`config.mk`:
```
export PLATFORM = sky130hd
export DESIGN_NAME = lfst_ctrl
export DESIGN_NICKNAME = d
export VERILOG_FILES = /design/src/hw/rtl/lfst_pkg.sv /design/src/hw/rtl/lfst_ctrl.sv
export SDC_FILE = /design/constraint.sdc
export NUM_CORES = 1
export LEC_CHECK = 0
export ABC_AREA = 1
export BUFFER_PORTS_ARGS = -buffer_cell sky130_fd_sc_hd__buf_2
export CAP_MARGIN = 20
export CORE_AREA = 2 2 39 41
export CTS_CLUSTER_DIAMETER = 30
export DETAILED_ROUTE_END_ITERATION = 10
export DIE_AREA = 0 0 41 43
export PLACE_DENSITY = 0.39
export SYNTH_ARGS = -nofsm -noshare
export SYNTH_HDL_FRONTEND = slang
export SYNTH_SLANG_ARGS = --single-unit
```
`constraint.sdc`:
```
create_clock -name clk -period 2.42 [get_ports clk]
set_input_delay 0.121 -clock clk [delete_from_list [all_inputs] [get_ports clk]]
set_output_delay 0.121 -clock clk [all_outputs]
set_load 0.02 [all_outputs]
```
`src/hw/rtl/lfst_pkg.sv`:
```
`timescale 1ns / 1ps
// Shared types, widths and codes of the lowest free slot table.
// Depends on nothing; every other file but lfst_ram refers to it, the RTL by scoped names.
package lfst_pkg;

	// Table geometry. Sizes run from zero to CAPACITY, so they need one bit more than an index.
	localparam int CAPACITY       = 256;
	localparam int IDX_W          = $clog2(CAPACITY);
	localparam int SIZE_W         = IDX_W + 1;
	localparam int VALUE_BITS_DEF = 32;

	// The occupancy search looks at the bitmap in groups of this many slots.
	localparam int GROUP_W   = 16;
	localparam int GROUP_CNT = CAPACITY / GROUP_W;
	localparam int GRP_W     = $clog2(GROUP_CNT);
	localparam int BIT_W     = $clog2(GROUP_W);

	localparam int ACT_W      = 3;
	localparam int STATUS_W   = 2;
	localparam int CFG_IDX_W  = 2;
	localparam int CFG_DATA_W = SIZE_W;

	// Actions.
	localparam logic [ACT_W-1:0] ACT_INIT         = 3'd0;
	localparam logic [ACT_W-1:0] ACT_ADD          = 3'd1;
	localparam logic [ACT_W-1:0] ACT_SET          = 3'd2;
	localparam logic [ACT_W-1:0] ACT_TEST_AND_SET = 3'd3;
	localparam logic [ACT_W-1:0] ACT_SET_SIZE     = 3'd4;

	// Result status codes.
	localparam logic [STATUS_W-1:0] STS_OK        = 2'd0;
	localparam logic [STATUS_W-1:0] STS_NO_ROOM   = 2'd1;
	localparam logic [STATUS_W-1:0] STS_IN_USE    = 2'd2;
	localparam logic [STATUS_W-1:0] STS_BAD_PARAM = 2'd3;

	// Configuration register indexes and reset values.
	localparam logic [CFG_IDX_W-1:0] CFG_MAX_ENTRIES     = 2'd0;
	localparam logic [CFG_IDX_W-1:0] CFG_GROW_STEP       = 2'd1;
	localparam logic [CFG_IDX_W-1:0] CFG_INITIAL_ENTRIES = 2'd2;

	localparam logic [SIZE_W-1:0] RST_MAX_ENTRIES     = 9'd256;
	localparam logic [SIZE_W-1:0] RST_GROW_STEP       = 9'd32;
	localparam logic [SIZE_W-1:0] RST_INITIAL_ENTRIES = 9'd0;

	// Commands from the controller to the datapath.
	typedef struct packed {
		logic latch;      // capture the accepted request word, start the slot read
		logic exec;       // carry out the action
		logic grow_iter;  // one growth step of set_size
		logic search;     // first stage of the lowest free slot search
		logic load_out;   // finish the search and load the result word
	} lfst_cmd_t;

	// Status from the datapath to the controller.
	typedef struct packed {
		logic resize;       // the current action is set_size
		logic resize_done;  // set_size has reached its size or failed
	} lfst_stat_t;

endpackage

```
`src/hw/rtl/lfst_ctrl.sv`:
```
`timescale 1ns / 1ps
// Sequencer of the lowest free slot table: handshakes and the command per cycle.
// Depends on lfst_pkg.
module lfst_ctrl (
	input  logic                 clk,
	input  logic                 arst_n,
	input  logic                 req_valid,
	output logic                 req_ready,
	output logic                 res_valid,
	input  logic                 res_ready,
	input  lfst_pkg::lfst_stat_t stat,
	output lfst_pkg::lfst_cmd_t  cmd
);

	localparam logic [2:0] S_IDLE  = 3'd0;
	localparam logic [2:0] S_EXEC  = 3'd1;
	localparam logic [2:0] S_GROW  = 3'd2;
	localparam logic [2:0] S_SRCH1 = 3'd3;
	localparam logic [2:0] S_SRCH2 = 3'd4;

	logic [2:0] state_q;
	logic [2:0] state_d;
	logic       res_valid_q;
	logic       out_free;

	// The result register may be reloaded when it is empty or its word leaves now.
	assign out_free  = !res_valid_q || res_ready;
	assign req_ready = (state_q == S_IDLE);
	assign res_valid = res_valid_q;

	always_comb begin
		state_d      = state_q;
		cmd          = '0;
		unique case (state_q)
			S_IDLE: begin
				if (req_valid) begin
					cmd.latch = 1'b1;
					state_d   = S_EXEC;
				end
			end
			S_EXEC: begin
				cmd.exec = 1'b1;
				state_d  = stat.resize ? S_GROW : S_SRCH1;
			end
			S_GROW: begin
				cmd.grow_iter = 1'b1;
				if (stat.resize_done) begin
					state_d = S_SRCH1;
				end
			end
			S_SRCH1: begin
				cmd.search = 1'b1;
				state_d    = S_SRCH2;
			end
			S_SRCH2: begin
				if (out_free) begin
					cmd.load_out = 1'b1;
					state_d      = S_IDLE;
				end
			end
			default: begin
				state_d = S_IDLE;
			end
		endcase
	end

	always_ff @(posedge clk or negedge arst_n) begin
		if (!arst_n) begin
			state_q     <= S_IDLE;
			res_valid_q <= 1'b0;
		end else begin
			state_q <= state_d;
			if (cmd.load_out) begin
				res_valid_q <= 1'b1;
			end else if (res_ready) begin
				res_valid_q <= 1'b0;
			end
		end
	end

endmodule

```
==> flow_summary_export.csv <==
group,metric,value,unit
floorplanning,initial_core_util,17.0,%
yosys,synth_top_cell_area_share,42.6,%
setup_path,worstSetupEndpointType,"primary output",
setup_path,max_stage_delay,420,ps
setup_path,reg2reg_slack,1390,ps
setup_path,crit_slowest_cell,"dfrtp_1",
run,drv_cap,0,
yosys,synth.largest_area_cell,"dfrtp_1",
drt,wirelength,527,µm
timing,rsz0062_at_grt,"false",
yosys,yosysSeqAreaShare,42.6,%
yosys,synth_nets,39,
setup_path,cp_cell_sequence,"nor2_1, nand2_1, nor2_1, buf_2",
power,p_leak,0.202,nW
yosys,yosysWarnings,0,
setup_path,rr_worst_depth,4,
timing,max_freq,720,MHz
cts,ctsHoldBuffers,1,
yosys,ys.flop_type,"dfrtp_1",
timing,setup_ws,1030,ps
min_path,hold-path-endpoint,"res_valid",
timing,finalCriticalPeriod,1390,ps
yosys,ys_ff_latch,4,
setup_path,r2r_start,"state_q[1]",
cts,cts_root_buf,"clkbuf_4",
drt,drc,0,
yosys,synth_edf_count,0,
timing,slew_headroom,83.9,%
cts,cts_buffers,3,
floorplanning,core_area,1380,µm²
floorplanning,die_w,41,µm
final_layout,n_antenna_cell,0,
final_layout,drive_gt1_share,41.7,%
grt,grt.overflow.total,0,
min_path,min-delay-path-class,"input port to flop",
drt,viasPerCell,3.70,
placed_design,dp_hpwl,421,µm
floorplanning,num_rows,14,
timing,finalSetupViolations,0,
grt,grt_usage,7.15,%
timing,drv_slew,0,
cts,postCtsSetupBuffers,0,
power,power_density,1420,nW/µm²
placed_design,io_buffers,12,
floorplanning,ioPinCount,13,
drt,wl_per_cell,8.23,µm
yosys,ys_types,11,
yosys,synth_area_leaders,"dfrtp_1 43%, inv_1 9.6%, nor2_1 9.6%",
placed_design,post-place-ws,1300,ps
cts,h-tree-depth,1,
timing,worst_slew_pin_slew,240,ps
placed_design,gp_congestion,0.648,
setup_path,cp_top_family,"simple AND/OR/NAND/NOR gates",
setup_path,reg2reg_to,"state_q[0]",
yosys,syn_avg_cell_area,7.13,µm²
final_layout,nNetsFinal,56,
drt,drt_iter0_drc,1,
setup_path,worst-path-buf-inv,1,
min_path,worstHoldPathCells,2,
yosys,async_flop_share,100,%
placed_design,placed_area,308,µm²
final_layout,num-fill-cells,154,
grt,grt_max_degree,6,
cts,clkTransAtPathRegs,40,ps
setup_path,cp.required,2300,ps
yosys,synth_commonest_cells,"6 x inv_1, 6 x nor2_1, 4 x dfrtp_1, 4 x nand3_1",
cts,post_cts_resized,0,
grt,grt_pass1_wl,786,µm
timing,finalCritPeriodShare,57.4,%
power,ir_drop,0.000380,V
drt,vias,237,
setup_path,critPathLaunchType,"flop",
yosys,syn_inst,33,
timing,tns,0,ps
timing,holdWs,89.2,ps
cts,cts_tree,"done",
drt,ant_nets,0,
timing,finClkSkew,3.09,ps
cts,clockBufferDepth,2,
outcome,status,"finished clean",
setup_path,crit_top_cell,"nor2_1",
grt,grt_pass1_vias,206,
setup_path,crit_type,"flop to primary output",
floorplanning,die_y,43,µm
grt,grt_antenna_before_repair,0,
cts,insertion_delay,240,ps
setup_path,path_max_fanout,4,
min_path,hp-start,"res_ready",
timing,hold_viol_final,0,
final_layout,area_growth,44.7,%
cts,cts_sinks,4,
final_layout,fin_area,340,µm²
floorplanning,die-area,1760,µm²
drt,first_pass_iters,2,
yosys,syn_area,235,µm²
setup_path,cp.arrival,1270,ps
[logic make-up (layout without fill, tap and decap cells)]
| group | Yosys count | in the layout | share of synthesized area, % |
|---|---|---|---|
| compound gates | 3 | 3 | 6.38 |
| buf+inv | 9 | 24 | 16.0 |
| simple gates | 17 | 17 | 35.1 |
| flops | 4 | 4 | 42.6 |
[flip-flops by register name, summed over array words and instances (netlist names)]
register	count
state_q	3
res_valid	1
[layout by cell type (no fill, tap or decap)]
master and n:
clkbuf_4 3, dlygate4sd3_1 1, nor2_1 6, inv_2 2, nand3_1 4, or2_1 1
nor3_2 1, dfrtp_1 4, nor2_2 2, nand2_1 3, buf_2 12, o21ai_0 3
inv_1 6
[cell type report]
| cell class | count | area, µm² | share of cell area, % |
|---|---|---|---|
| Tap cell | 16 | 20.0 | 5.88 |
| Sequential cell | 4 | 100 | 29.4 |
| Multi-Input combinational cell | 20 | 97.6 | 28.7 |
| Clock buffer | 3 | 22.5 | 6.62 |
| Inverter | 8 | 30.0 | 8.82 |
| Timing Repair Buffer | 13 | 70.1 | 20.6 |
[through the flow]
step | instances | utilization [%] | power, mW
CTS | 64 | 24.6 | 0.490
floorplan | 33 | - | 0.332
global route | 64 | 24.6 | 0.521
detailed placement | 60 | 22.2 | 0.399
global placement | 60 | 22.2 | 0.405
finish | 64 | 24.6 | 0.482
[where the power goes]
part,internal [mW],leakage (nW),switching [mW]
clock,0.0556,0.0138,0.0290
sequential,0.0999,0.0511,0.0372
combinational,0.0898,0.137,0.171
[worst max path at each step]
stage | depth (start not counted) | slack (ps) | end | from
finish | 4 | 1030 | cmd[4] | state_q[1]
global route | 4 | 940 | cmd[4] | state_q[1]
CTS | 4 | 1020 | cmd[4] | state_q[1]
detailed placement | 4 | 1300 | cmd[4] | state_q[1]
global placement | 4 | 1300 | cmd[4] | state_q[1]
floorplan | 3 | 1330 | cmd[4] | state_q[1]
[routing by layer]
metal / part of all wire [%] / up-vias / routed length, µm / track usage [%]
li1: - / 129 / - / -
met1: 44 / 98 / 230 / 7.47
met2: 44 / 10 / 234 / 9.06
met3: 12 / 0 / 63 / 3.66
met4: 0 / 0 / 0 / 8.00
met5: 0 / - / 0 / 0
Note: power is estimated with default switching activity, not from simulation.
